**config.mk**
```make
export PLATFORM = sky130hd
export DESIGN_NAME = polynomial_fit_mse
export DESIGN_NICKNAME = d
export VERILOG_FILES = /design/src/rtl/pfm_pkg.sv /design/src/rtl/pfm_div.sv /design/src/rtl/polynomial_fit_mse.sv
export SDC_FILE = /design/constraint.sdc
export NUM_CORES = 2
export LEC_CHECK = 0
export ABC_AREA = 1
export BUFFER_PORTS_ARGS = -buffer_cell sky130_fd_sc_hd__buf_2
export CORE_MARGIN = 2
export CORE_UTILIZATION = 35
export CTS_BUF_LIST = sky130_fd_sc_hd__clkbuf_8 sky130_fd_sc_hd__clkbuf_16
export DETAILED_ROUTE_END_ITERATION = 12
export SLEW_MARGIN = 10
export SYNTH_ARGS = -nofsm -noshare
export SYNTH_HDL_FRONTEND = slang
export SYNTH_SLANG_ARGS = --single-unit
```
**constraint.sdc**
```tcl
create_clock -name clk_i -period 18.1 [get_ports clk_i]
set_clock_uncertainty 0.2 [all_clocks]
set_input_delay 0 -clock clk_i [delete_from_list [all_inputs] [get_ports clk_i]]
set_output_delay 0 -clock clk_i [all_outputs]
set_load 0.02 [all_outputs]
```
**src/rtl/pfm_pkg.sv**
```systemverilog
// Shared types, constants and saturation helpers for polynomial_fit_mse.
// No dependencies.
package pfm_pkg;

  localparam int unsigned DataW   = 32;
  localparam int unsigned ProdW   = 64;
  localparam int unsigned AccW    = 64;
  localparam int unsigned FracW   = 16;
  localparam int unsigned ShW     = ProdW - FracW;
  localparam int unsigned CfgIdxW = 3;
  localparam int unsigned TermW   = 3;

  localparam logic [CfgIdxW-1:0] CfgTermCount = 3'd7;

  localparam logic signed [DataW-1:0] MaxS32 = 32'sh7fff_ffff;
  localparam logic signed [DataW-1:0] MinS32 = 32'sh8000_0000;

  typedef enum logic [2:0] {
    StIdle,
    StMul,
    StAdd,
    StDiff,
    StSqr,
    StAcc,
    StDiv,
    StWait
  } pfm_state_e;

  typedef struct packed {
    logic                    ovf;
    logic signed [DataW-1:0] val;
  } sat_t;

  // Clamp a 48-bit signed value to signed 32 bits.
  function automatic sat_t sat_s48(input logic signed [ShW-1:0] v);
    sat_t r;
    r.ovf = (v[ShW-1:DataW-1] != {(ShW - DataW + 1){v[ShW-1]}});
    r.val = r.ovf ? (v[ShW-1] ? MinS32 : MaxS32) : v[DataW-1:0];
    return r;
  endfunction

  // Clamp a 33-bit signed sum to signed 32 bits.
  function automatic sat_t sat_s33(input logic signed [DataW:0] v);
    sat_t r;
    r.ovf = (v[DataW] != v[DataW-1]);
    r.val = r.ovf ? (v[DataW] ? MinS32 : MaxS32) : v[DataW-1:0];
    return r;
  endfunction

endpackage

```
**src/rtl/pfm_div.sv**
```systemverilog
// Restoring unsigned divider, one quotient bit per cycle.
// Standalone; used by polynomial_fit_mse for the final mean.
module pfm_div #(
  parameter int unsigned DIVIDEND_W = 64,
  parameter int unsigned DIVISOR_W  = 17
) (
  input  logic                  clk_i,
  input  logic                  rst_ni,
  input  logic                  start_i,
  input  logic [DIVIDEND_W-1:0] dividend_i,
  input  logic [DIVISOR_W-1:0]  divisor_i,
  output logic                  done_o,
  output logic [DIVIDEND_W-1:0] quotient_o
);

  localparam int unsigned CntW = (DIVIDEND_W > 1) ? $clog2(DIVIDEND_W) : 1;

  logic                  busy_q, busy_d;
  logic                  done_q, done_d;
  logic [CntW-1:0]       cnt_q, cnt_d;
  logic [DIVIDEND_W-1:0] quo_q, quo_d;
  logic [DIVISOR_W-1:0]  rem_q, rem_d;
  logic [DIVISOR_W-1:0]  dvs_q, dvs_d;
  logic [DIVISOR_W:0]    trial;
  logic [DIVISOR_W:0]    diff;
  logic                  ge;

  always_comb begin
    trial  = {rem_q, quo_q[DIVIDEND_W-1]};
    diff   = trial - {1'b0, dvs_q};
    ge     = (trial >= {1'b0, dvs_q});
    busy_d = busy_q;
    done_d = done_q;
    cnt_d  = cnt_q;
    quo_d  = quo_q;
    rem_d  = rem_q;
    dvs_d  = dvs_q;
    if (start_i) begin
      busy_d = 1'b1;
      done_d = 1'b0;
      cnt_d  = CntW'(DIVIDEND_W - 1);
      quo_d  = dividend_i;
      rem_d  = '0;
      dvs_d  = divisor_i;
    end else if (busy_q) begin
      // remainder stays below the divisor, so it fits the divisor width
      rem_d = ge ? diff[DIVISOR_W-1:0] : trial[DIVISOR_W-1:0];
      quo_d = {quo_q[DIVIDEND_W-2:0], ge};
      cnt_d = cnt_q - 1'b1;
      if (cnt_q == '0) begin
        busy_d = 1'b0;
        done_d = 1'b1;
      end
    end
  end

  always_ff @(posedge clk_i or negedge rst_ni) begin
    if (!rst_ni) begin
      busy_q <= 1'b0;
      done_q <= 1'b0;
      cnt_q  <= '0;
    end else begin
      busy_q <= busy_d;
      done_q <= done_d;
      cnt_q  <= cnt_d;
    end
  end

  always_ff @(posedge clk_i) begin
    quo_q <= quo_d;
    rem_q <= rem_d;
    dvs_q <= dvs_d;
  end

  assign done_o     = done_q;
  assign quotient_o = quo_q;

endmodule

```
**src/rtl/polynomial_fit_mse.sv**
```systemverilog
// Top level of the polynomial fit error block: coefficient registers, Horner
// sequencer around one shared 32x32 multiplier, saturating accumulator.
// Depends on pfm_pkg and pfm_div.
//
// Each (x, y) sample is evaluated by Horner's rule in Q16.16, the clamped
// difference to y is squared and added to a saturating 64-bit sum. With the
// term count clamped to at most MAX_TERMS, every Horner step passes through a
// multiply state and a shift/add state on the single shared multiplier, then
// the difference, square and accumulate states follow. A sample marked last
// then starts the bit-serial 64-bit division by the sample count, which must
// finish before the result register loads. in_ready_o is high only between
// samples; a finished result waits in its own output register, so the next
// data set may start before it is taken.
module polynomial_fit_mse
  import pfm_pkg::*;
#(
  parameter int unsigned MAX_TERMS   = 7,
  parameter int unsigned MAX_SAMPLES = 65536
) (
  input  logic                      clk_i,
  input  logic                      rst_ni,
  input  logic                      cfg_we_i,
  input  logic [CfgIdxW-1:0]        cfg_idx_i,
  input  logic [DataW-1:0]          cfg_data_i,
  input  logic                      in_valid_i,
  output logic                      in_ready_o,
  input  logic signed [DataW-1:0]   sample_x_i,
  input  logic signed [DataW-1:0]   sample_y_i,
  input  logic                      last_sample_i,
  output logic                      out_valid_o,
  input  logic                      out_ready_i,
  output logic [AccW-1:0]           mean_sq_error_o,
  output logic                      saturated_o
);

  localparam int unsigned KW   = (MAX_TERMS > 1) ? $clog2(MAX_TERMS) : 1;
  localparam int unsigned CntW = $clog2(MAX_SAMPLES + 1);
  localparam logic [TermW-1:0] MaxTerms = TermW'(MAX_TERMS);
  localparam logic [CntW-1:0]  MaxCnt   = CntW'(MAX_SAMPLES);

  pfm_state_e state_q, state_d;

  logic signed [DataW-1:0] coef_q [MAX_TERMS];
  logic [TermW-1:0]        term_q;

  logic signed [DataW-1:0] x_q, x_d;
  logic signed [DataW-1:0] y_q, y_d;
  logic                    last_q, last_d;
  logic signed [DataW-1:0] est_q, est_d;
  logic signed [ProdW-1:0] prod_q, prod_d;
  logic [KW-1:0]           k_q, k_d;
  logic [AccW-1:0]         acc_q, acc_d;
  logic [CntW-1:0]         cnt_q, cnt_d;
  logic                    ovf_q, ovf_d;
  logic                    out_valid_q, out_valid_d;
  logic [AccW-1:0]         out_mse_q;
  logic                    out_sat_q;
  logic                    out_load;

  logic [TermW-1:0]        n_eff;
  logic [TermW-1:0]        top_idx;
  logic [TermW-1:0]        k_start;
  logic signed [DataW-1:0] mul_b;
  logic signed [ProdW-1:0] prod;
  logic signed [DataW-1:0] coef_k;
  sat_t                    s_mul;
  sat_t                    s_add;
  sat_t                    s_diff;
  logic signed [DataW:0]   sum_add;
  logic signed [DataW:0]   sum_diff;
  logic [AccW:0]           sum_acc;

  logic                    div_start;
  logic                    div_done;
  logic [AccW-1:0]         div_quo;

  // configuration registers
  always_ff @(posedge clk_i or negedge rst_ni) begin
    if (!rst_ni) begin
      for (int i = 0; i < MAX_TERMS; i++) begin
        coef_q[i] <= '0;
      end
      term_q <= TermW'(1);
    end else if (cfg_we_i) begin
      if (cfg_idx_i == CfgTermCount) begin
        term_q <= cfg_data_i[TermW-1:0];
      end else if (cfg_idx_i < MaxTerms) begin
        coef_q[cfg_idx_i[KW-1:0]] <= cfg_data_i;
      end
    end
  end

  // shared multiplier: Horner step uses est * x, square uses est * est
  assign mul_b = (state_q == StSqr) ? est_q : x_q;
  assign prod  = est_q * mul_b;

  always_comb begin
    n_eff    = (term_q > MaxTerms) ? MaxTerms : term_q;
    top_idx  = n_eff - 3'd1;
    k_start  = n_eff - 3'd2;
    coef_k   = coef_q[k_q];
    s_mul    = sat_s48(prod_q[ProdW-1:FracW]);
    sum_add  = {s_mul.val[DataW-1], s_mul.val} + {coef_k[DataW-1], coef_k};
    s_add    = sat_s33(sum_add);
    sum_diff = {est_q[DataW-1], est_q} - {y_q[DataW-1], y_q};
    s_diff   = sat_s33(sum_diff);
    sum_acc  = {1'b0, acc_q} + {1'b0, prod_q};

    state_d    = state_q;
    x_d        = x_q;
    y_d        = y_q;
    last_d     = last_q;
    est_d      = est_q;
    prod_d     = prod_q;
    k_d        = k_q;
    acc_d      = acc_q;
    cnt_d      = cnt_q;
    ovf_d      = ovf_q;
    in_ready_o = 1'b0;
    div_start  = 1'b0;
    out_load   = 1'b0;

    case (state_q)
      StIdle: begin
        in_ready_o = 1'b1;
        if (in_valid_i) begin
          x_d    = sample_x_i;
          y_d    = sample_y_i;
          last_d = last_sample_i;
          if (n_eff == '0) begin
            est_d   = '0;
            state_d = StDiff;
          end else begin
            est_d   = coef_q[top_idx[KW-1:0]];
            k_d     = k_start[KW-1:0];
            state_d = (n_eff == TermW'(1)) ? StDiff : StMul;
          end
        end
      end
      StMul: begin
        prod_d  = prod;
        state_d = StAdd;
      end
      StAdd: begin
        est_d = s_add.val;
        ovf_d = ovf_q | s_mul.ovf | s_add.ovf;
        if (k_q == '0) begin
          state_d = StDiff;
        end else begin
          k_d     = k_q - 1'b1;
          state_d = StMul;
        end
      end
      StDiff: begin
        est_d   = s_diff.val;
        ovf_d   = ovf_q | s_diff.ovf;
        state_d = StSqr;
      end
      StSqr: begin
        prod_d  = prod;
        state_d = StAcc;
      end
      StAcc: begin
        // the square is never negative, so prod_q reads as unsigned here
        if (sum_acc[AccW]) begin
          acc_d = '1;
          ovf_d = 1'b1;
        end else begin
          acc_d = sum_acc[AccW-1:0];
        end
        if (cnt_q != MaxCnt) begin
          cnt_d = cnt_q + 1'b1;
        end else begin
          ovf_d = 1'b1;
        end
        state_d = last_q ? StDiv : StIdle;
      end
      StDiv: begin
        div_start = 1'b1;
        state_d   = StWait;
      end
      StWait: begin
        // hold until the divider finishes and the result register is free
        if (div_done && (!out_valid_q || out_ready_i)) begin
          out_load = 1'b1;
          acc_d    = '0;
          cnt_d    = '0;
          ovf_d    = 1'b0;
          state_d  = StIdle;
        end
      end
      default: begin
        state_d = StIdle;
      end
    endcase

    out_valid_d = out_valid_q;
    if (out_load) begin
      out_valid_d = 1'b1;
    end else if (out_ready_i) begin
      out_valid_d = 1'b0;
    end
  end

  always_ff @(posedge clk_i or negedge rst_ni) begin
    if (!rst_ni) begin
      state_q     <= StIdle;
      acc_q       <= '0;
      cnt_q       <= '0;
      ovf_q       <= 1'b0;
      out_valid_q <= 1'b0;
    end else begin
      state_q     <= state_d;
      acc_q       <= acc_d;
      cnt_q       <= cnt_d;
      ovf_q       <= ovf_d;
      out_valid_q <= out_valid_d;
    end
  end

  always_ff @(posedge clk_i) begin
    x_q    <= x_d;
    y_q    <= y_d;
    last_q <= last_d;
    est_q  <= est_d;
    prod_q <= prod_d;
    k_q    <= k_d;
    if (out_load) begin
      out_mse_q <= div_quo;
      out_sat_q <= ovf_q;
    end
  end

  pfm_div #(
    .DIVIDEND_W (AccW),
    .DIVISOR_W  (CntW)
  ) u_div (
    .clk_i      (clk_i),
    .rst_ni     (rst_ni),
    .start_i    (div_start),
    .dividend_i (acc_q),
    .divisor_i  (cnt_q),
    .done_o     (div_done),
    .quotient_o (div_quo)
  );

  assign out_valid_o     = out_valid_q;
  assign mean_sq_error_o = out_mse_q;
  assign saturated_o     = out_sat_q;

endmodule

```
Yosys cells after proc, flatten, opt, wreduce, memory -nomap -nowiden

Index checks and enable logic that the tools add are counted.
Widths: inputs -> output; s select.

Add/sub/neg operators: 9
Bitwise operators: 7
Magnitude comparators: 7
Equal/unequal tests: 19
Multiplexer cells: 58
Reduce and logical (&&, ||, !) cells: 26
Multiply operators: 1

Operators by type and width:

| cell                  | number |
|---|---|
| $mux 32               | 14 |
| $mux 64               | 4 |
| $bwmux 224            | 1 |
| $bmux 32 s3           | 2 |
| $pmux 64 s2           | 1 |
| $demux 32 s3          | 1 |
| $pmux 32 s3           | 1 |
| $add 64x64->65        | 1 |
| $mul 32x32->64        | 1 |
| $mux 17               | 3 |
| $pmux 17 s2           | 1 |
| $add 32x32->33        | 1 |
| $sub 32x32->33        | 1 |
| $pmux 3 s8            | 1 |
| $mux 3                | 7 |
| $ge 18x17->1          | 1 |
| $add 17x1->17 const B | 1 |
| $ne 17x17->1 const B  | 1 |
| $sub 17x17->17        | 1 |
| $ne 16x16->1          | 1 |
| $eq 3x3->1 const B    | 5 |
| $mux 1                | 15 |
| $ge 4x4->1 const B    | 3 |
| $mux 6                | 2 |
| 29 further kinds      | 57 |

Input port bits: 105
Word-level logic and storage cells: 154
Bits in registers: 648

Depth between registers and ports, before layout

Depth after elaboration: 10
Mapped depth: 40
Gate-level depth less buffers: 37

Cells and area by module

Synthesis repeated with hierarchy kept, for this count alone.

Cell total of the unflattened synthesis: 9323
Area, all modules: 75333.5 µm²

Modules (own cells, without submodules):

| module             | times used | cells an instance | area each (µm²) |
|---|---|---|---|
| polynomial_fit_mse | 1          | 8637              | 69686.8 |
| pfm_div            | 1          | 686               | 5646.7 |

Worst setup path after synthesis

Ideal clock, no wire load.

Kind: register to register
From: reg state_q[0]
To: reg prod_q[59] (data pin)
Library setup time: 0.253 ns
Data arrival time: 7.867 ns
Stages on the path, launching flop included: 32
Slack: 9.781 ns
Required time: 17.647 ns
Cell sequence: dfrtp_1 > nor2_1 > inv_2 > nor2_4 > inv_2 > buf_2 > a21oi_2 > clkbuf_1 > nor2_1 > fa_1 > inv_1 > fa_1 > inv_1 > fa_1 > fa_1 > inv_1 > fa_1 > inv_1 > fa_1 > inv_1 > fa_1 > inv_1 > fa_1 > ha_1 > a21oi_1 > inv_1 > a31oi_1 > o21ai_0 > a221oi_1 > nand3_1 > nand2_1 > nand2_1

Word-level cells in the longest chain between the ends: 3

RTL lines:

| element                | RTL line                  | source |
|---|---|---|
| from (decl)            | polynomial_fit_mse.sv:41  | `pfm_state_e state_q, state_d;` |
| from (signal assigned) | polynomial_fit_mse.sv:207 | `state_q <= StIdle;` |
| from (signal assigned) | polynomial_fit_mse.sv:213 | `state_q <= state_d;` |
| $eq 3x3->1             | polynomial_fit_mse.sv:94  | `assign mul_b = (state_q == StSqr) ? est_q : x_q;` |
| $mux 32                | polynomial_fit_mse.sv:94  |  |
| $mul 32x32->64         | polynomial_fit_mse.sv:95  | `assign prod = est_q * mul_b;` |
| net prod[59]           | polynomial_fit_mse.sv:64  | `logic signed [ProdW-1:0] prod;` |
| to (signal assigned)   | polynomial_fit_mse.sv:226 | `prod_q <= prod_d;` |
| to (decl)              | polynomial_fit_mse.sv:50  | `logic signed [ProdW-1:0] prod_q, prod_d;` |

The timed path passes the listed nets, and every way through them passes these cells.
A chain may end at the register's enable or synchronous reset.

Worst setup path after layout

Ends and elaborated chain as after synthesis.

==> results.json <==
{
  "worst_r2r_startpoint": "state_q[0]$_DFFE_PN0P_",
  "clock_tree_from_tritoncts": "built",
  "synth-edff-count": 310,
  "critPathMostFrequentCell": "sky130_fd_sc_hd__fa_1",
  "wl_mm": 280,
  "place.gp.congestion": 1.01,
  "synth_common_cells": "sky130_fd_sc_hd__nand2_1, sky130_fd_sc_hd__inv_1, sky130_fd_sc_hd__nor2_1, sky130_fd_sc_hd__fa_1, sky130_fd_sc_hd__o21ai_0",
  "crit_path_end_kind": "flop",
  "worst_setup_path_start_kind": "flop",
  "nets": 10897,
  "cts.clk_slew.worst_paths_ns": 0.06,
  "synthesis.nets": 10677,
  "hpwlAfterDp_mm": 215,
  "yosys_register_bits": 648,
  "slew_headroom_pct": 17.9,
  "io_pins": 172,
  "ctsRootBufferMaster": "sky130_fd_sc_hd__clkbuf_16",
  "min_path_type": "in2reg",
  "finalSetupViolCount": 0,
  "vias_per_cell": 5.26,
  "run_status": "complete, no violations",
  "numCtsBuffers": 79,
  "cp_data_required_time_ns": 18.36,
  "htreeDepth": 3,
  "cap_viol_max_count": 0,
  "critical_path_arrival_ns": 11.22,
  "tightest_slew_ns": 1.23,
  "placeableCoreArea_um2": 212000,
  "antenna_found_initial": 10,
  "route.antenna.remaining_nets": 0,
  "detailedRoute.firstPassIterationCount": 6,
  "syn_area_um2": 74600,
  "achievable-frequency_mhz": 91.3,
  "critical_path_max_stage_delay_ns": 1.00,
  "clkLatencyLatePin_ns": 0.73,
  "route.vias.total": 64440,
  "detail_route.iter0.violations": 6544,
  "finalCritPeriodShare_pct": 60.5,
  "final.fill_count": 21679,
  "totalNegativeSetupSlack_ns": 0,
  "finalCriticalPeriod_ns": 10.96,
  "gr-total-overflow": 0,
  "first_global_vias": 65917,
  "numPortBuffers": 171,
  "grt_setup_unrepaired": "false",
  "route.detailed.wl_per_inst_um": 22.9,
  "initial_utilization_pct": 35.2,
  "synth_area_leader_cell": "sky130_fd_sc_hd__fa_1",
  "num_rows": 169,
  "clock-sinks": 648,
  "post-cts-setup-buffers": 0,
  "seq_area_frac_synth_pct": 23.7,
  "postSynth.topFlopCell": "sky130_fd_sc_hd__dfrtp_1",
  "post_synthesis_to_final_layout_area_growth_pct": 11.8,
  "postSynthCellCount": 9149,
  "drv_slew": 0,
  "grt_pass1_wl_mm": 421,
  "die_height_um": 466,
  "critPathLaunch": "state_q[0]$_DFFE_PN0P_",
  "synth_cell_types": 59,
  "worstHoldStart": "cfg_data_i[1]",
  "fraction_of_final_layout_cells_with_drive_strength_greater_than_1_pct": 5.55,
  "critical-path-slowest-cell": "sky130_fd_sc_hd__fa_1",
  "die_area_um2": 217000,
  "detail_route.drc_violations": 0,
  "gr-usage-all-layers_pct": 25.9,
  "synthDominantCellAreaShare_pct": 29.2,
  "pin_count_of_the_biggest_net_entering_global_routing": 141,
  "setup.worst_path.class": "reg2reg",
  "cell_with_the_most_instances_after_synthesis": "sky130_fd_sc_hd__nand2_1",
  "yosys_warnings": 0,
  "postSynth.asyncResetShare_pct": 49.5,
  "chip_width_um": 466,
  "synth.avg_cell_area_um2": 8.15,
  "cts-root-to-sink-buffers": 3,
  "critical_path_peak_fanout": 33,
  "netlist_top_cells_area": "sky130_fd_sc_hd__fa_1, sky130_fd_sc_hd__edfxtp_1, sky130_fd_sc_hd__dfrtp_1, sky130_fd_sc_hd__nand2_1, sky130_fd_sc_hd__inv_1",
  "finalHoldViolCount": 0
}
-- cell usage in the layout, fill, tap and decap left out, types with 12 or more instances in the layout --
cell type                          n
sky130_fd_sc_hd__dfxtp_1          17
sky130_fd_sc_hd__nand2_2          16
sky130_fd_sc_hd__nand3b_1         14
sky130_fd_sc_hd__inv_2            34
sky130_fd_sc_hd__a21o_1           19
sky130_fd_sc_hd__o21ai_2          16
sky130_fd_sc_hd__inv_1          1722
sky130_fd_sc_hd__a21oi_1         323
sky130_fd_sc_hd__dlygate4sd3_1   209
sky130_fd_sc_hd__edfxtp_1        310
sky130_fd_sc_hd__xor2_1          100
sky130_fd_sc_hd__clkinv_2         12
sky130_fd_sc_hd__ha_1            337
sky130_fd_sc_hd__dfrtp_1         320
sky130_fd_sc_hd__buf_4           115
sky130_fd_sc_hd__o21bai_1         33
sky130_fd_sc_hd__nand3_1         282
sky130_fd_sc_hd__o21ai_1          40
sky130_fd_sc_hd__clkbuf_16        81
sky130_fd_sc_hd__buf_2           170
sky130_fd_sc_hd__mux2i_1          31
sky130_fd_sc_hd__nand4_1          54
sky130_fd_sc_hd__o221ai_1         53
sky130_fd_sc_hd__o21ai_0         703
sky130_fd_sc_hd__clkinv_1         15
sky130_fd_sc_hd__nor2_1         1117
sky130_fd_sc_hd__a31oi_1          18
sky130_fd_sc_hd__fa_1           1086
sky130_fd_sc_hd__nor4_1           18
sky130_fd_sc_hd__xnor2_1          64
sky130_fd_sc_hd__nor3_1           60
sky130_fd_sc_hd__nand2_1        1826
sky130_fd_sc_hd__o211ai_1         83
sky130_fd_sc_hd__o21a_1           13
-- layout make-up --
class / count / area [um^2] / area share, %
Sequential cell: 648 / 17700 / 21.2
Clock inverter: 54 / 563 / 0.675
Tap cell: 2821 / 3530 / 4.23
Clock buffer: 91 / 2160 / 2.60
Timing Repair Buffer: 497 / 3870 / 4.64
Antenna cell: 6 / 15.0 / 0.0180
Inverter: 1757 / 6600 / 7.91
Multi-Input combinational cell: 6386 / 49000 / 58.7
-- logic make-up after synthesis --
group	count (synthesis)	synth area share [%]
AO/OA/AOI/OAI	1349	10.1
multiplexers	31	0.416
adder cells (fa/ha/maj)	1423	34.8
AND/OR/NAND/NOR	3419	18.3
XOR/XNOR	164	1.93
buffers and inverters	2115	10.8
flip-flops	648	23.7
-- critical path: cells and delay by family, from the launching register on --
| kind | cells | cell delay, ns |
|---|---|---|
| buffers and inverters | 11 | 2.48 |
| and+or+nand+nor | 6 | 0.64 |
| DFF | 1 | 0.45 |
| AOI/OAI and AO/OA | 5 | 1.86 |
| adders and majority gates | 9 | 4.90 |
-- state kept, by name, indices dropped and copies added (netlist names), 32 cells and up --
register and cells:
prod_q 64, u_div.quotient_o 64, mean_sq_error_o 64, y_q 32, acc_q 64, coef_q 224
x_q 32, est_q 32
-- repair_timing --
action,in CTS,in global routing
hold endpoints to repair,478,0
hold buffers,210,0
gates resized for setup,0,0
endpoints found under the setup margin,0,0
-- per-stage QoR --
step | cells | hold WS (ns) | setup WS [ns] | area [um^2] | util, %
after floorplan | 9149 | -0.496 | 9.78 | 74600 | -
after global placement | 11899 | -0.0237 | 7.43 | 78500 | 37.1
after detailed placement | 11899 | -0.0216 | 7.27 | 78500 | 37.1
after CTS | 12254 | 0.00390 | 7.23 | 83400 | 39.4
after global routing | 12257 | 0.0535 | 6.59 | 83400 | 39.4
final | 12260 | 0.0615 | 7.14 | 83400 | 39.4
-- worst paths after layout --
check / endpoint / slack [ns] / cells past startpoint
min in group asynchronous: coef_q[113]$_DFFE_PN0P_ / 0.28 / 4
setup reg to reg: prod_q[59]$_DFFE_PP_ / 7.14 / 31
max in group asynchronous: acc_q[31]$_DFFE_PN0P_ / 16.07 / 5
setup / recovery: prod_q[59]$_DFFE_PP_ / 7.14 / 31
hold reg to reg: mean_sq_error_o[9]$_DFFE_PP_ / 0.23 / 0
hold / removal: coef_q[1]$_DFFE_PN0P_ / 0.06 / 4
-- per-layer routing --
| metal | vias to the layer above | global-route usage (%) | share of wire (%) |
|---|---|---|---|
| met5 | - | 0 | 0.017 |
| met4 | 8 | 10.7 | 4.6 |
| met3 | 568 | 5.88 | 9.5 |
| met2 | 3136 | 39.1 | 43 |
| met1 | 31902 | 35.8 | 43 |
| li1 | 28826 | - | - |
Power is not shown: default switching activity piles up to over one toggle a cycle in this logic, so the estimate is an artifact.
